==> src/hw/rtl/ffpd_pkg.sv <==
`timescale 1ns / 1ps
`default_nettype none
package ffpd_pkg;

	localparam int unsigned DATA_W = 8;
	localparam int unsigned KEY_W = 64;
	localparam int unsigned KLEN_W = 4;
	localparam logic [KLEN_W-1:0] MAX_KEY_BYTES = 4'd8;

	localparam int unsigned FIFO_DEPTH = 4;
	localparam int unsigned FIFO_AW = $clog2(FIFO_DEPTH);

	localparam logic REG_KEY_TEXT = 1'b0;
	localparam logic REG_KEY_LENGTH = 1'b1;

	localparam logic [DATA_W-1:0] CH_PLUS = 8'h2B;
	localparam logic [DATA_W-1:0] CH_PCT = 8'h25;
	localparam logic [DATA_W-1:0] CH_AMP = 8'h26;
	localparam logic [DATA_W-1:0] CH_EQ = 8'h3D;
	localparam logic [DATA_W-1:0] CH_SPACE = 8'h20;

	// results caused by one accepted byte, up to three
	typedef struct packed {
		logic [1:0] cnt;
		logic [2:0][DATA_W-1:0] val;
		logic data_ok;
		logic close;
		logic found;
	} bundle_t;

	function automatic logic is_hex(input logic [DATA_W-1:0] c);
		return (c >= 8'h30 && c <= 8'h39) || (c >= 8'h61 && c <= 8'h66) ||
			(c >= 8'h41 && c <= 8'h46);
	endfunction

	function automatic logic [3:0] hex_nib(input logic [DATA_W-1:0] c);
		logic [DATA_W-1:0] t;
		t = 8'h00;
		if (c >= 8'h30 && c <= 8'h39) begin
			t = c - 8'h30;
		end else if (c >= 8'h61 && c <= 8'h66) begin
			t = c - 8'h57;
		end else if (c >= 8'h41 && c <= 8'h46) begin
			t = c - 8'h37;
		end
		return t[3:0];
	endfunction

endpackage
`default_nettype wire

==> src/hw/rtl/form_field_percent_decoder_top.sv <==
// form field percent decoder
// input channel: data_byte and last_byte, one body byte per transfer (push, full).
// result channel: value_byte, byte_valid, value_last, found (empty, pop); the oldest
// result sits on the ports while empty is low.
// config: wr_en, wr_index, wr_data; index 0 key_text, index 1 key_length. write only
// while no results are outstanding.
// each byte is classified in the cycle it is taken and yields zero to three results;
// those go as one bundle into a four-entry queue. a byte with no result leaves nothing
// unless it is the closing byte, which leaves one result with byte_valid low. the back
// end drains one result per cycle, while the receiver pops, into an output register.
// throughput: one byte per cycle while bytes give at most one result each and results
// are popped; results of a byte that gives several go out one per cycle at the port.
// full rises when the queue holds four bundles; a stalled receiver backs up
// through the queue to full without loss.
// reset clears key registers, parse state, queue and output valid flag; empty is high.
`timescale 1ns / 1ps
`default_nettype none
module form_field_percent_decoder_top (
	input  wire logic                        clk,
	input  wire logic                        arst_n,
	input  wire logic                        wr_en,
	input  wire logic                        wr_index,
	input  wire logic [ffpd_pkg::KEY_W-1:0]  wr_data,
	input  wire logic                        push,
	output      logic                        full,
	input  wire logic [ffpd_pkg::DATA_W-1:0] data_byte,
	input  wire logic                        last_byte,
	output      logic                        empty,
	input  wire logic                        pop,
	output      logic [ffpd_pkg::DATA_W-1:0] value_byte,
	output      logic                        byte_valid,
	output      logic                        value_last,
	output      logic                        found
);
	import ffpd_pkg::*;

	logic    acc;
	logic    fifo_wr, fifo_rd, fifo_empty;
	bundle_t fifo_wdata, fifo_head;

	assign acc = push & ~full;

	ffpd_front u_front (
		.clk        (clk),
		.arst_n     (arst_n),
		.wr_en      (wr_en),
		.wr_index   (wr_index),
		.wr_data    (wr_data),
		.data_byte  (data_byte),
		.last_byte  (last_byte),
		.acc        (acc),
		.fifo_wr    (fifo_wr),
		.fifo_wdata (fifo_wdata)
	);

	ffpd_fifo u_fifo (
		.clk    (clk),
		.arst_n (arst_n),
		.wr     (fifo_wr),
		.wdata  (fifo_wdata),
		.rd     (fifo_rd),
		.head   (fifo_head),
		.full   (full),
		.empty  (fifo_empty)
	);

	ffpd_back u_back (
		.clk        (clk),
		.arst_n     (arst_n),
		.head       (fifo_head),
		.head_empty (fifo_empty),
		.rd         (fifo_rd),
		.pop        (pop),
		.empty      (empty),
		.value_byte (value_byte),
		.byte_valid (byte_valid),
		.value_last (value_last),
		.found      (found)
	);

endmodule
`default_nettype wire

==> src/hw/rtl/ffpd_front.sv <==
`timescale 1ns / 1ps
`default_nettype none
module ffpd_front (
	input  wire logic                             clk,
	input  wire logic                             arst_n,
	input  wire logic                             wr_en,
	input  wire logic                             wr_index,
	input  wire logic [ffpd_pkg::KEY_W-1:0]       wr_data,
	input  wire logic [ffpd_pkg::DATA_W-1:0]      data_byte,
	input  wire logic                             last_byte,
	input  wire logic                             acc,
	output      logic                             fifo_wr,
	output      ffpd_pkg::bundle_t                fifo_wdata
);
	import ffpd_pkg::*;

	typedef enum logic [1:0] {PH_MATCH, PH_SKIP, PH_VALUE, PH_DONE} phase_t;

	logic [KEY_W-1:0]  key_text_q;
	logic [KLEN_W-1:0] key_len_q;
	phase_t            phase_q, phase_d;
	logic [KLEN_W-1:0] mc_q, mc_d;
	logic [1:0]        pc_q, pc_d;
	logic [DATA_W-1:0] p1_q, p1_d;
	logic              found_q, found_d;
	logic [KLEN_W-1:0] klen;
	bundle_t           bun;
	logic              has_data;

	assign klen = (key_len_q > MAX_KEY_BYTES) ? MAX_KEY_BYTES : key_len_q;

	always_comb begin
		logic [1:0] n;
		logic do_plain;
		n = 2'd0;
		do_plain = 1'b0;
		phase_d = phase_q;
		mc_d = mc_q;
		pc_d = pc_q;
		p1_d = p1_q;
		found_d = found_q;
		bun = '0;
		case (phase_q)
			PH_MATCH: begin
				if (data_byte == CH_AMP) begin
					mc_d = '0;
				end else if (mc_q >= klen) begin
					if (data_byte == CH_EQ) begin
						phase_d = PH_VALUE;
						found_d = 1'b1;
						pc_d = 2'd0;
					end else begin
						phase_d = PH_SKIP;
					end
				end else if (data_byte == key_text_q[{mc_q[2:0], 3'b000} +: DATA_W]) begin
					mc_d = mc_q + 4'd1;
				end else begin
					phase_d = PH_SKIP;
				end
			end
			PH_SKIP: begin
				if (data_byte == CH_AMP) begin
					phase_d = PH_MATCH;
					mc_d = '0;
				end
			end
			PH_VALUE: begin
				if (data_byte == CH_AMP) begin
					if (pc_q >= 2'd1) begin
						bun.val[n] = CH_PCT;
						n = n + 2'd1;
					end
					if (pc_q >= 2'd2) begin
						bun.val[n] = p1_q;
						n = n + 2'd1;
					end
					pc_d = 2'd0;
					phase_d = PH_DONE;
				end else begin
					case (pc_q)
						2'd1: begin
							if (is_hex(data_byte)) begin
								p1_d = data_byte;
								pc_d = 2'd2;
							end else begin
								bun.val[n] = CH_PCT;
								n = n + 2'd1;
								pc_d = 2'd0;
								do_plain = 1'b1;
							end
						end
						2'd2: begin
							if (is_hex(data_byte)) begin
								bun.val[n] = {hex_nib(p1_q), hex_nib(data_byte)};
								n = n + 2'd1;
								pc_d = 2'd0;
							end else begin
								bun.val[n] = CH_PCT;
								n = n + 2'd1;
								bun.val[n] = p1_q;
								n = n + 2'd1;
								pc_d = 2'd0;
								do_plain = 1'b1;
							end
						end
						default: do_plain = 1'b1;
					endcase
					if (do_plain) begin
						if (data_byte == CH_PLUS) begin
							bun.val[n] = CH_SPACE;
							n = n + 2'd1;
						end else if (data_byte == CH_PCT) begin
							pc_d = 2'd1;
						end else begin
							bun.val[n] = data_byte;
							n = n + 2'd1;
						end
					end
				end
			end
			default: ;
		endcase
		// pair ends with the body: held bytes go out literally
		if (last_byte && phase_d == PH_VALUE) begin
			if (pc_d >= 2'd1) begin
				bun.val[n] = CH_PCT;
				n = n + 2'd1;
			end
			if (pc_d >= 2'd2) begin
				bun.val[n] = p1_d;
				n = n + 2'd1;
			end
		end
		has_data = (n != 2'd0);
		bun.data_ok = has_data;
		bun.close = last_byte;
		bun.found = last_byte & found_d;
		bun.cnt = has_data ? n : 2'd1;
	end

	assign fifo_wr = acc & (has_data | last_byte);
	assign fifo_wdata = bun;

	always_ff @(posedge clk or negedge arst_n) begin
		if (!arst_n) begin
			key_text_q <= '0;
			key_len_q <= '0;
			phase_q <= PH_MATCH;
			mc_q <= '0;
			pc_q <= 2'd0;
			p1_q <= '0;
			found_q <= 1'b0;
		end else begin
			if (wr_en) begin
				case (wr_index)
					REG_KEY_TEXT: key_text_q <= wr_data;
					REG_KEY_LENGTH: key_len_q <= wr_data[KLEN_W-1:0];
					default: ;
				endcase
			end
			if (acc) begin
				if (last_byte) begin
					phase_q <= PH_MATCH;
					mc_q <= '0;
					pc_q <= 2'd0;
					p1_q <= '0;
					found_q <= 1'b0;
				end else begin
					phase_q <= phase_d;
					mc_q <= mc_d;
					pc_q <= pc_d;
					p1_q <= p1_d;
					found_q <= found_d;
				end
			end
		end
	end

	a_body_reset: assert property (@(posedge clk) disable iff (!arst_n)
		(acc && last_byte) |=> (phase_q == PH_MATCH && pc_q == 2'd0 && !found_q))
		else $error("body state not cleared after closing byte");

endmodule
`default_nettype wire

==> src/hw/rtl/ffpd_fifo.sv <==
`timescale 1ns / 1ps
`default_nettype none
module ffpd_fifo (
	input  wire logic              clk,
	input  wire logic              arst_n,
	input  wire logic              wr,
	input  wire ffpd_pkg::bundle_t wdata,
	input  wire logic              rd,
	output      ffpd_pkg::bundle_t head,
	output      logic              full,
	output      logic              empty
);
	import ffpd_pkg::*;

	bundle_t            mem_q [FIFO_DEPTH];
	logic [FIFO_AW-1:0] wptr_q, rptr_q;
	logic [FIFO_AW:0]   cnt_q;

	assign full = (cnt_q == (FIFO_AW+1)'(FIFO_DEPTH));
	assign empty = (cnt_q == '0);
	assign head = mem_q[rptr_q];

	always_ff @(posedge clk) begin
		if (wr) begin
			mem_q[wptr_q] <= wdata;
		end
	end

	always_ff @(posedge clk or negedge arst_n) begin
		if (!arst_n) begin
			wptr_q <= '0;
			rptr_q <= '0;
			cnt_q <= '0;
		end else begin
			if (wr) begin
				wptr_q <= wptr_q + FIFO_AW'(1);
			end
			if (rd) begin
				rptr_q <= rptr_q + FIFO_AW'(1);
			end
			case ({wr, rd})
				2'b10: cnt_q <= cnt_q + (FIFO_AW+1)'(1);
				2'b01: cnt_q <= cnt_q - (FIFO_AW+1)'(1);
				default: ;
			endcase
		end
	end

	a_no_overflow: assert property (@(posedge clk) disable iff (!arst_n) wr |-> !full)
		else $error("transfer into full bundle queue");
	a_no_underflow: assert property (@(posedge clk) disable iff (!arst_n) rd |-> !empty)
		else $error("read from empty bundle queue");
	a_cnt_range: assert property (@(posedge clk) disable iff (!arst_n)
		cnt_q <= (FIFO_AW+1)'(FIFO_DEPTH))
		else $error("bundle queue count out of range");

endmodule
`default_nettype wire

==> src/hw/rtl/ffpd_back.sv <==
`timescale 1ns / 1ps
`default_nettype none
module ffpd_back (
	input  wire logic                        clk,
	input  wire logic                        arst_n,
	input  wire ffpd_pkg::bundle_t           head,
	input  wire logic                        head_empty,
	output      logic                        rd,
	input  wire logic                        pop,
	output      logic                        empty,
	output      logic [ffpd_pkg::DATA_W-1:0] value_byte,
	output      logic                        byte_valid,
	output      logic                        value_last,
	output      logic                        found
);
	import ffpd_pkg::*;

	logic [1:0]        idx_q;
	logic              oval_q;
	logic [DATA_W-1:0] obyte_q;
	logic              ovalid_q, olast_q, ofound_q;
	logic              load, tail;

	assign load = !head_empty && (!oval_q || pop);
	assign tail = ((idx_q + 2'd1) == head.cnt);
	assign rd = load && tail;

	always_ff @(posedge clk or negedge arst_n) begin
		if (!arst_n) begin
			idx_q <= 2'd0;
			oval_q <= 1'b0;
		end else begin
			if (load) begin
				oval_q <= 1'b1;
				idx_q <= tail ? 2'd0 : idx_q + 2'd1;
			end else if (pop) begin
				oval_q <= 1'b0;
			end
		end
	end

	always_ff @(posedge clk) begin
		if (load) begin
			obyte_q <= head.data_ok ? head.val[idx_q] : '0;
			ovalid_q <= head.data_ok;
			olast_q <= tail & head.close;
			ofound_q <= tail & head.found;
		end
	end

	assign empty = !oval_q;
	assign value_byte = obyte_q;
	assign byte_valid = ovalid_q;
	assign value_last = olast_q;
	assign found = ofound_q;

	a_head_cnt: assert property (@(posedge clk) disable iff (!arst_n)
		!head_empty |-> head.cnt != 2'd0)
		else $error("empty bundle in queue");
	a_idx_range: assert property (@(posedge clk) disable iff (!arst_n)
		!head_empty |-> idx_q < head.cnt)
		else $error("result index past bundle end");

endmodule
`default_nettype wire
==> config.mk <==
export PLATFORM = sky130hd
export DESIGN_NAME = form_field_percent_decoder_top
export DESIGN_NICKNAME = d
export VERILOG_FILES = /design/src/hw/rtl/ffpd_pkg.sv /design/src/hw/rtl/form_field_percent_decoder_top.sv /design/src/hw/rtl/ffpd_front.sv /design/src/hw/rtl/ffpd_fifo.sv /design/src/hw/rtl/ffpd_back.sv
export SDC_FILE = /design/constraint.sdc
export NUM_CORES = 1
export LEC_CHECK = 0
export BUFFER_PORTS_ARGS = -buffer_cell sky130_fd_sc_hd__buf_2
export CAP_MARGIN = 20
export CORE_MARGIN = 3
export CORE_UTILIZATION = 56
export DETAILED_ROUTE_END_ITERATION = 8
export PLACE_DENSITY_LB_ADDON = 0.2
export SETUP_SLACK_MARGIN = 0.02
export SLEW_MARGIN = 10
export SYNTH_ARGS = -nofsm -noshare
export SYNTH_HDL_FRONTEND = slang
export SYNTH_SLANG_ARGS = --single-unit
==> constraint.sdc <==
create_clock -name clk -period 7.1 [get_ports clk]
set_input_delay 1.065 -clock clk [delete_from_list [all_inputs] [get_ports clk]]
set_output_delay 1.065 -clock clk [all_outputs]
set_load 0.01 [all_outputs]
==> out/metrics.csv, run 1 <==
metric;value;unit
status;finished, final reports clean;
yosys.cell_types.count;75;
worstPathArrival;5.06;ns
fmax;208;MHz
end_kind;flop;
path_cells;buf_2 > inv_1 > ha_1 > o21bai_1 > a21oi_1 > a21oi_2 > mux2_4 > a22oi_4 > ha_1 > a21oi_1 > ha_1 > and3_1 > a2bb2oi_2 > a32o_1;
period_minus_slack;4.82;ns
fin_setup_tns;0;ns
numCtsBuffers;24;
fp.dieH;149;µm
start_util;57.8;%
worstPathRequired;7.34;ns
core_area;0.0198;mm²
cts_setup_buffers;0;
synth_top_area_share;33.3;%
io_pins;92;
crit_top_cell;ha_1;
synth-edff-count;127;
cts_sinks;222;
ant_nets;0;
nets;1056;
avgRoutedWirePerCell;21.8;µm
insertion_delay;0.51;ns
cpPeakStageDelay;0.70;ns
rsz0062_at_grt;false;
grt_max_degree;65;
grt_first_pass_wirelength;42200;µm
syn_to_final_growth;12.6;%
skew;0.0112;ns
synthCells;875;
track_usage;24.1;%
avgViaCountPerCell;6.28;
crit_fanout;17;
cts_hold_buf;0;
timing.hold.ws;0.494;ns
netlist_area;0.0114;mm²
clk_pin_slew;0.06;ns
seq_area_frac_synth;54.1;%
diodes;0;
cp-start-kind;input port;
post_cts_resized;0;
vias;7720;
hold_path.class;reg -> reg;
avgSynthCellArea;13.1;µm²
p_leak;0.00488;µW
grt_pass1_vias;7522;
portBuffers;91;
drt_iter0_markers;769;
first_pass_iters;5;
yosys.area.top_type;edfxtp_1;
slew_viol_final;0;
antenna_found_initial;0;
synthArstFlopShare;42.8;%
crit_type;in -> reg;
ys_seq_elements;222;
finalCritPeriodShare;67.9;%
die_area;0.0222;mm²
setup_violations;0;
routed_wl;26800;µm
synth_fp_nets;984;
synth_ff_type;edfxtp_1;
place_congestion;0.947;
relSlewSlack;30.2;%
hold_viol_final;0;
grt_overflow;0;
max-cap-violations;0;
detailed_place_hpwl;18600;µm
clock_path_buffers;3;
ir_drop;0.207;mV
cts_max_level;1;
drc;0;
worst_pin_slew;1.04;ns
clockRootBuffer;clkbuf_16;
drive_gt1_share;28.9;%
crit_path_top_delay_cell;a21oi_2;
placed_area;0.0121;mm²
cts_tree;done;
dieWidth;149;µm
powerDensity;299;mW/mm²
yosys_warnings;0;
num_rows;51;
yosys-top-cells-area;edfxtp_1, dfrtp_1, mux4_2, mux2_2, ha_1;
fin_area;0.0129;mm²
## critical path: cells and delay by family
kind,cells,cell delay [ns]
buf+inv,2,0.37
mux,1,0.37
fa+ha+maj,3,0.76
compound gates,7,2.15
simple gates,1,0.34
## metrics by stage
| stage | utilization [%] | total power (µW) | instances | worst slack [ns] |
|---|---|---|---|---|
| 2_1_floorplan | - | 2380 | 875 | 2.53 |
| 3_3_place_gp | 61.2 | 2630 | 1186 | 1.93 |
| 3_5_place_dp | 61.2 | 2660 | 1186 | 1.86 |
| 4_1_cts | 65.1 | 3890 | 1230 | 2.39 |
| 5_1_grt | 65.1 | 4040 | 1230 | 1.98 |
| 6_report | 65.1 | 3850 | 1230 | 2.28 |
## flip-flops by register name (all words and copies together) (netlist names), 3 cells and up
name,count
u_front.key_text_q,64
u_fifo.mem_q,116
u_back.value_byte,8
u_front.mc_q,4
u_front.key_len_q,4
u_fifo.cnt_q,3
u_front.p1_q,8
## final timing paths
kind                       cells past startpoint                             to  slack [ns]                   startpoint
setup / recovery                              14  u_fifo.mem_q[0][10]$_DFFE_PP_        2.28                 data_byte[0]
hold / removal                                 1    u_fifo.cnt_q[2]$_DFFE_PN0P_        0.49  u_fifo.cnt_q[2]$_DFFE_PN0P_
setup reg to reg                              11  u_fifo.mem_q[3][12]$_DFFE_PP_        2.78  u_front.mc_q[1]$_DFFE_PN0P_
hold reg to reg                                1    u_fifo.cnt_q[2]$_DFFE_PN0P_        0.49  u_fifo.cnt_q[2]$_DFFE_PN0P_
max in group asynchronous                      2   u_fifo.rptr_q[0]$_DFFE_PN0P_        5.38                       arst_n
min in group asynchronous                      1    u_front.p1_q[7]$_DFFE_PN0P_        0.56                       arst_n
## cells in the final DEF (no fill, tap or decap), types with 9 or more instances in the layout
master / instances
a211oi_1: 10
a21oi_1: 27
a22oi_1: 14
and2_1: 12
and3_1: 9
buf_2: 90
buf_4: 12
clkbuf_16: 24
dfrtp_1: 94
edfxtp_1: 127
ha_1: 29
inv_1: 32
mux2_2: 71
mux2i_1: 20
mux4_2: 45
nand2_1: 49
nand3_1: 18
nand4_1: 10
nor2_1: 40
nor2b_1: 9
nor3_1: 13
o21ai_0: 33
o22ai_1: 13
xnor2_1: 13
## cell type report
| cell class | instances | area [µm²] |
|---|---|---|
| fillers | 1476 | 6900 |
| flip-flops and latches | 222 | 6190 |
| multi-input cells | 564 | 4910 |
| clock buffers | 31 | 657 |
| repair buffers | 102 | 541 |
| well taps | 265 | 332 |
| clock inverters | 13 | 131 |
| inverters | 33 | 124 |
## power breakdown
group | internal (µW) | switching (µW)
logic | 436 | 473
clock network | 729 | 493
registers | 1580 | 139
## synthesized netlist by cell type, drive strengths merged, types with 7 or more instances
cell,number
a211oi,10
a21oi,29
a22oi,15
a32o,8
and2,16
and3,9
buf,18
clkbuf,38
dfrtp,95
edfxtp,127
ha,29
inv,32
mux2,72
mux2i,20
mux4,45
nand2,49
nand3,18
nand4,10
nor2,40
nor2b,10
nor3,13
o211ai,9
o21ai,35
o22ai,13
o31ai,7
or3,8
xnor2,13
xor2,8
## layer usage
layer / up-vias / global-route usage, % / part of all wire, %
met5: - / 0 / 0
met1: 3851 / 35.6 / 43
met2: 328 / 38.3 / 47
li1: 3488 / - / -
met3: 53 / 4.04 / 7.4
met4: 0 / 5.40 / 2.3
## kinds of logic (layout without fill, tap and decap cells)
| family | count (synthesis) | after routing | synth area share (%) |
|---|---|---|---|
| simple gates | 195 | 195 | 8.77 |
| flops | 222 | 222 | 54.1 |
| mux | 137 | 137 | 17.7 |
| fa+ha+maj | 30 | 30 | 3.35 |
| xor+xnor | 21 | 21 | 1.61 |
| buf+inv | 89 | 179 | 3.09 |
| compound gates | 181 | 181 | 11.3 |
(Power assumes the default switching activity.)
==> run 2, diff against run 1 <==
Clock period 7.1 ns to 4.98 ns, I/O delays scaled along.
==> run 2 against run 1 <==
Net effect: sequential cell count stayed put; clock skew increased by 0.0048 ns; combinational power up 40%; first-iteration DRC count is 28% higher; hold slack got worse by 0.17 ns; total power increased by 44%; via count is 1.0% higher; critical endpoint is now u_fifo.mem_q[3][12]$_DFFE_PP_; largest cell class unchanged; largest power group unchanged.
==> out/metrics.csv, run 2 (synthesized netlist as in run 1, its figures left out) <==
metric;value;unit;change
setup_violations;0;;unchanged
syn_to_final_growth;13.6;%;was 12.6%
drt_iter0_markers;987;;was 769
insertion_delay;0.52;ns;was 0.51 ns
clock_path_buffers;3;;unchanged
cts_setup_buffers;0;;unchanged
avgRoutedWirePerCell;21.8;µm;about the same
hold_path.class;in -> async;;was reg -> reg
detailed_place_hpwl;18600;µm;about the same
num-fill-cells;1496;;was 1476
cts_max_level;1;;unchanged
numCtsBuffers;23;;was 24
ant_nets;0;;unchanged
ir_drop;0.304;mV;was 0.207 mV
grt_pass1_vias;7699;;was 7522
hold_viol_final;0;;unchanged
post_cts_resized;0;;unchanged
worstPathRequired;5.22;ns;was 7.34 ns
status;finished, final reports clean;;unchanged
finalCritPeriodShare;80.6;%;
clk_pin_slew;0.06;ns;about the same
cts_tree;done;;unchanged
grt_max_degree;63;;was 65
relSlewSlack;41.1;%;was 30.2%
first_pass_iters;6;;was 5
fmax;249;MHz;
routed_wl;27000;µm;was 26800 µm
period_minus_slack;4.01;ns;
nets;1068;;was 1056
fp.dieH;149;µm;unchanged
cp-start-kind;flop;;was input port
antenna_found_initial;0;;unchanged
place_congestion;0.978;;was 0.947
regMostFlops;u_fifo.mem_q;;unchanged
track_usage;24.5;%;was 24.1%
placed_area;0.0122;mm²;was 0.0121 mm²
io_pins;92;;unchanged
vias;7798;;was 7720
fin_area;0.0130;mm²;was 0.0129 mm²
end_kind;flop;;unchanged
clockRootBuffer;clkbuf_16;;unchanged
cts_sinks;222;;unchanged
skew;0.0160;ns;was 0.0112 ns
diodes;0;;unchanged
start_util;57.8;%;unchanged
dieWidth;149;µm;unchanged
worstPathArrival;4.25;ns;was 5.06 ns
portBuffers;91;;unchanged
core_area;0.0198;mm²;unchanged
grt_first_pass_wirelength;42700;µm;was 42200 µm
drive_gt1_share;29.8;%;was 28.9%
num_rows;51;;unchanged
largest_reg_flops;116;;unchanged
grt_overflow;0;;unchanged
reg_top3;u_fifo.mem_q x116, u_front.key_text_q x64;;unchanged
slew_viol_final;0;;unchanged
crit_type;reg -> reg;;was in -> reg
postLayoutCoreUtil;65.7;%;was 65.1%
p_total;5540;µW;was 3850 µW
final_common_cell;edfxtp_1;;unchanged
drc;0;;unchanged
rsz0062_at_grt;false;;unchanged
worst_pin_slew;0.883;ns;was 1.04 ns
die_area;0.0222;mm²;unchanged
fin_setup_tns;0;ns;unchanged
final_cell_mix;edfxtp_1, dfrtp_1, buf_2;;unchanged
cts_hold_buf;0;;unchanged
avgViaCountPerCell;6.28;;about the same
crit_fanout;14;;was 17
max-cap-violations;0;;unchanged
powerDensity;426;mW/mm²;was 299 mW/mm²
p_leak;0.00497;µW;was 0.00488 µW
==> run 2: cell count changes in the layout (fill, tap and decap cells not counted), sizes merged <==
cell and change:
bufinv +1, buf +13, clkinvlp -2, clkbuf -1
==> run 2: layout make-up <==
cell class / count / area (µm²) / area share [%]
timing repair buffer: 115 / 651 / 5.00
clock inverter: 12 / 153 / 1.17
multi-input combinational: 564 / 4910 / 37.8
tap: 265 / 332 / 2.55
sequential: 222 / 6190 / 47.6
clock buffer: 30 / 642 / 4.94
inverter: 33 / 124 / 0.953
==> run 2: per-layer routing <==
layer	vias to the layer above	GRT usage [%]	wire [µm]
li1	3517	-	-
met1	3833	35.2	11400
met2	368	38.5	12500
met3	80	5.41	2340
met4	0	6.50	769
met5	-	0	0
==> run 2: per-stage QoR <==
stage	hold slack, ns	cells	setup slack, ns
2_1_floorplan	0.451	875	0.727
3_3_place_gp	0.471	1198	0.627
3_5_place_dp	0.480	1198	0.539
4_1_cts	0.365	1240	1.04
5_1_grt	0.389	1241	0.677
6_report	0.327	1241	0.966
==> run 2: final timing paths <==
path | from | cells after the start | slack [ns] | to
hold reg to reg | u_front.key_text_q[55]$_DFFE_PN0P_ | 1 | 0.50 | u_front.key_text_q[55]$_DFFE_PN0P_
min in group clk | pop | 2 | 0.43 | u_back.oval_q$_DFFE_PN0P_
max in group asynchronous | arst_n | 2 | 3.62 | u_front.key_text_q[33]$_DFFE_PN0P_
hold / removal | arst_n | 1 | 0.33 | u_back.idx_q[1]$_DFFE_PN0P_
setup reg to reg | u_front.pc_q[0]$_DFFE_PN0P_ | 12 | 0.97 | u_fifo.mem_q[3][12]$_DFFE_PP_
setup / recovery | u_front.pc_q[0]$_DFFE_PN0P_ | 12 | 0.97 | u_fifo.mem_q[3][12]$_DFFE_PP_
==> run 2: critical path, stage by stage (launching register included) <==
cell and delay, ns:
dfrtp_1 0.46, inv_1 0.12, ha_1 0.50, nor2_1 0.14, nor3_1 0.49, or2_2 0.26
o21ai_1 0.20, ha_1 0.38, a21oi_1 0.10, ha_1 0.22, nand4_1 0.10, o211ai_1 0.19
o31ai_1 0.58
==> run 2: where the power goes <==
part	internal [µW]	total (µW)	switching [µW]
clock network	1070	1780	709
logic	629	1270	637
registers	2260	2490	239
==> run 3, diff against run 2 <==
Settings changed: CORE_UTILIZATION 56 to 55.
Clock period 4.98 ns to 3.6 ns, I/O delays scaled along.
==> run 3 against run 2 <==
Net effect: critical path type unchanged; highest routed layer is now met5; largest cell class unchanged; final cell count is 5.6% higher; hold slack worse by 0.29 ns; global-route usage is 0.50 points higher; non-clock buffer count is 64 higher; clock skew is 0.00065 ns higher; sequential cell count stayed put; clock power is 34% higher; critical endpoint is now u_fifo.cnt_q[2]$_DFFE_PN0P_; fmax is 20% higher; combinational power is 52% higher.
==> out/metrics.csv, run 3 (synthesized netlist as in run 1, its figures left out) <==
metric;value;unit;change
timing.hold.ws;0.0339;ns;was 0.327 ns
pre_cts_slack;0.0185;ns;was 0.539 ns
nets;1132;;was 1068
place_congestion;0.962;;was 0.978
reg2reg_depth;14;;was 12
drive_gt1_share;36.1;%;was 29.8%
cp-start-kind;flop;;unchanged
grt_pass1_vias;8057;;was 7699
num-fill-cells;1517;;was 1496
cts_max_level;1;;unchanged
worst_pin_slew;0.899;ns;was 0.883 ns
seqPwrFrac;44.0;%;was 45.0%
largest_reg_flops;116;;unchanged
syn_to_final_growth;19.5;%;was 13.6%
reg_top3;u_fifo.mem_q x116, u_front.key_text_q x64;;unchanged
r2r_start;u_front.pc_q[0]$_DFFE_PN0P_;;unchanged
worstPathRequired;3.99;ns;was 5.22 ns
portBuffers;91;;unchanged
numCtsBuffers;23;;unchanged
avgViaCountPerCell;6.04;;was 6.28
r2r_slack;0.26;ns;was 0.97 ns
slew_viol_final;0;;unchanged
fin_setup_tns;0;ns;unchanged
track_usage;25.0;%;was 24.5%
cts_tree;done;;unchanged
vias;7916;;was 7798
max-cap-violations;0;;unchanged
rsz0062_at_grt;false;;unchanged
diodes;0;;unchanged
first_pass_iters;5;;was 6
p_leak;0.00532;µW;was 0.00497 µW
ant_nets;0;;unchanged
period_minus_slack;3.34;ns;was 4.01 ns
drc;0;;unchanged
clk_pin_slew;0.07;ns;was 0.06 ns
hold_path.class;in -> async;;unchanged
dieWidth;150;µm;was 149 µm
grt_first_pass_wirelength;44200;µm;was 42700 µm
cts_sinks;222;;unchanged
drt_iter0_markers;618;;was 987
grt_max_degree;65;;was 63
ir_drop;0.483;mV;was 0.304 mV
crit_type;reg -> reg;;unchanged
insertion_delay;0.52;ns;about the same
setup_slack;0.263;ns;was 0.966 ns
fmax;300;MHz;was 249 MHz
num_rows;52;;was 51
hold_viol_final;0;;unchanged
fp.dieH;150;µm;was 149 µm
relSlewSlack;40.0;%;was 41.1%
clock_path_buffers;3;;unchanged
skew;0.0167;ns;was 0.0160 ns
detailed_place_hpwl;20400;µm;was 18600 µm
avgRoutedWirePerCell;21.0;µm;was 21.8 µm
die_area;0.0226;mm²;was 0.0222 mm²
setup_violations;0;;unchanged
dp.cells;1268;;was 1198
combinationalPowerShare;25.1;%;was 22.8%
routed_wl;27500;µm;was 27000 µm
r2r-end;u_fifo.cnt_q[2]$_DFFE_PN0P_;;was u_fifo.mem_q[3][12]$_DFFE_PP_
end_kind;flop;;unchanged
cts_hold_buf;0;;unchanged
clockRootBuffer;clkbuf_16;;unchanged
start_util;56.2;%;was 57.8%
regMostFlops;u_fifo.mem_q;;unchanged
switching_share;28.5;%;was 28.6%
core_area;0.0204;mm²;was 0.0198 mm²
final_common_cell;edfxtp_1;;unchanged
io_pins;92;;unchanged
grt_overflow;0;;unchanged
final_cell_mix;edfxtp_1, dfrtp_1, buf_2;;unchanged
finalCritPeriodShare;92.7;%;was 80.6%
status;finished, final reports clean;;unchanged
switchingPower;2190;µW;was 1580 µW
p_int;5490;µW;was 3960 µW
fin_cells;1310;;was 1241
cts_setup_buffers;0;;unchanged
crit_fanout;14;;unchanged
power.share.clock;31.0;%;was 32.1%
powerDensity;562;mW/mm²;was 426 mW/mm²
post_cts_resized;0;;unchanged
worstPathArrival;3.73;ns;was 4.25 ns
antenna_found_initial;1;;was 0
[run 3: cell types whose count changed in the layout (fill, tap and decap cells not counted), sizes merged]
cell,before,now
inv,34,33
clkbuf,30,34
clkinv,8,7
buf,115,179
bufinv,3,1
[run 3: area by class of cell]
type | count | area [µm²] | area share [%]
Timing Repair Buffer | 179 | 1170 | 8.55
Inverter | 33 | 126 | 0.924
Clock buffer | 34 | 702 | 5.13
Tap cell | 270 | 338 | 2.47
Sequential cell | 222 | 6190 | 45.3
Clock inverter | 8 | 77.6 | 0.567
Multi-Input combinational cell | 564 | 5070 | 37.1
[run 3: worst max-delay path by stage]
stage | from | cells past startpoint | slack [ns] | to
2_1_floorplan | data_byte[7] | 13 | 0.01 | u_fifo.mem_q[0][10]$_DFFE_PP_
3_3_place_gp | data_byte[4] | 12 | 0.04 | u_fifo.mem_q[0][27]$_DFFE_PP_
3_5_place_dp | data_byte[4] | 12 | 0.02 | u_fifo.mem_q[1][27]$_DFFE_PP_
4_1_cts | u_front.key_len_q[3]$_DFFE_PN0P_ | 13 | 0.28 | u_fifo.mem_q[2][3]$_DFFE_PP_
5_1_grt | u_front.pc_q[0]$_DFFE_PN0P_ | 14 | 0.04 | u_fifo.cnt_q[2]$_DFFE_PN0P_
6_report | u_front.pc_q[0]$_DFFE_PN0P_ | 14 | 0.26 | u_fifo.cnt_q[2]$_DFFE_PN0P_
[run 3: layer usage]
metal	track usage (%)	vias up	share of wire (%)
met1	33.8	3879	41
met5	0	-	0.047
met3	3.70	65	6.4
met4	8.65	2	3.6
met2	41.9	319	49
li1	-	3651	-
[run 3: stage by stage]
step | cell area, µm² | total power, µW | util, %
3_3_place_gp | 12900 | 5320 | 63.2
6_report | 13700 | 7680 | 67.1
3_5_place_dp | 12900 | 5370 | 63.2
4_1_cts | 13700 | 7760 | 67.1
2_1_floorplan | 11600 | 4700 | -
5_1_grt | 13700 | 8060 | 67.1
[run 3: power by group through the flow]
| stage | clock network (µW) | registers [µW] | logic [µW] |
|---|---|---|---|
| final | 2380 | 3380 | 1930 |
| after global routing | 2540 | 3420 | 2110 |
| after CTS | 2430 | 3380 | 1950 |
| after detailed placement | 0 | 3420 | 1940 |
| after global placement | 0 | 3400 | 1920 |
| after floorplan | 0 | 3340 | 1360 |
[run 3: critical path: stages (launching register included)]
cell	delay, ns
dfrtp_1	0.45
inv_1	0.11
ha_1	0.49
clkinv_1	0.18
nor3_1	0.20
a32o_1	0.17
o21ai_2	0.10
buf_4	0.17
a31oi_2	0.23
inv_1	0.07
ha_1	0.23
fa_1	0.44
xnor2_1	0.17
nor2_1	0.06
xor2_1	0.13
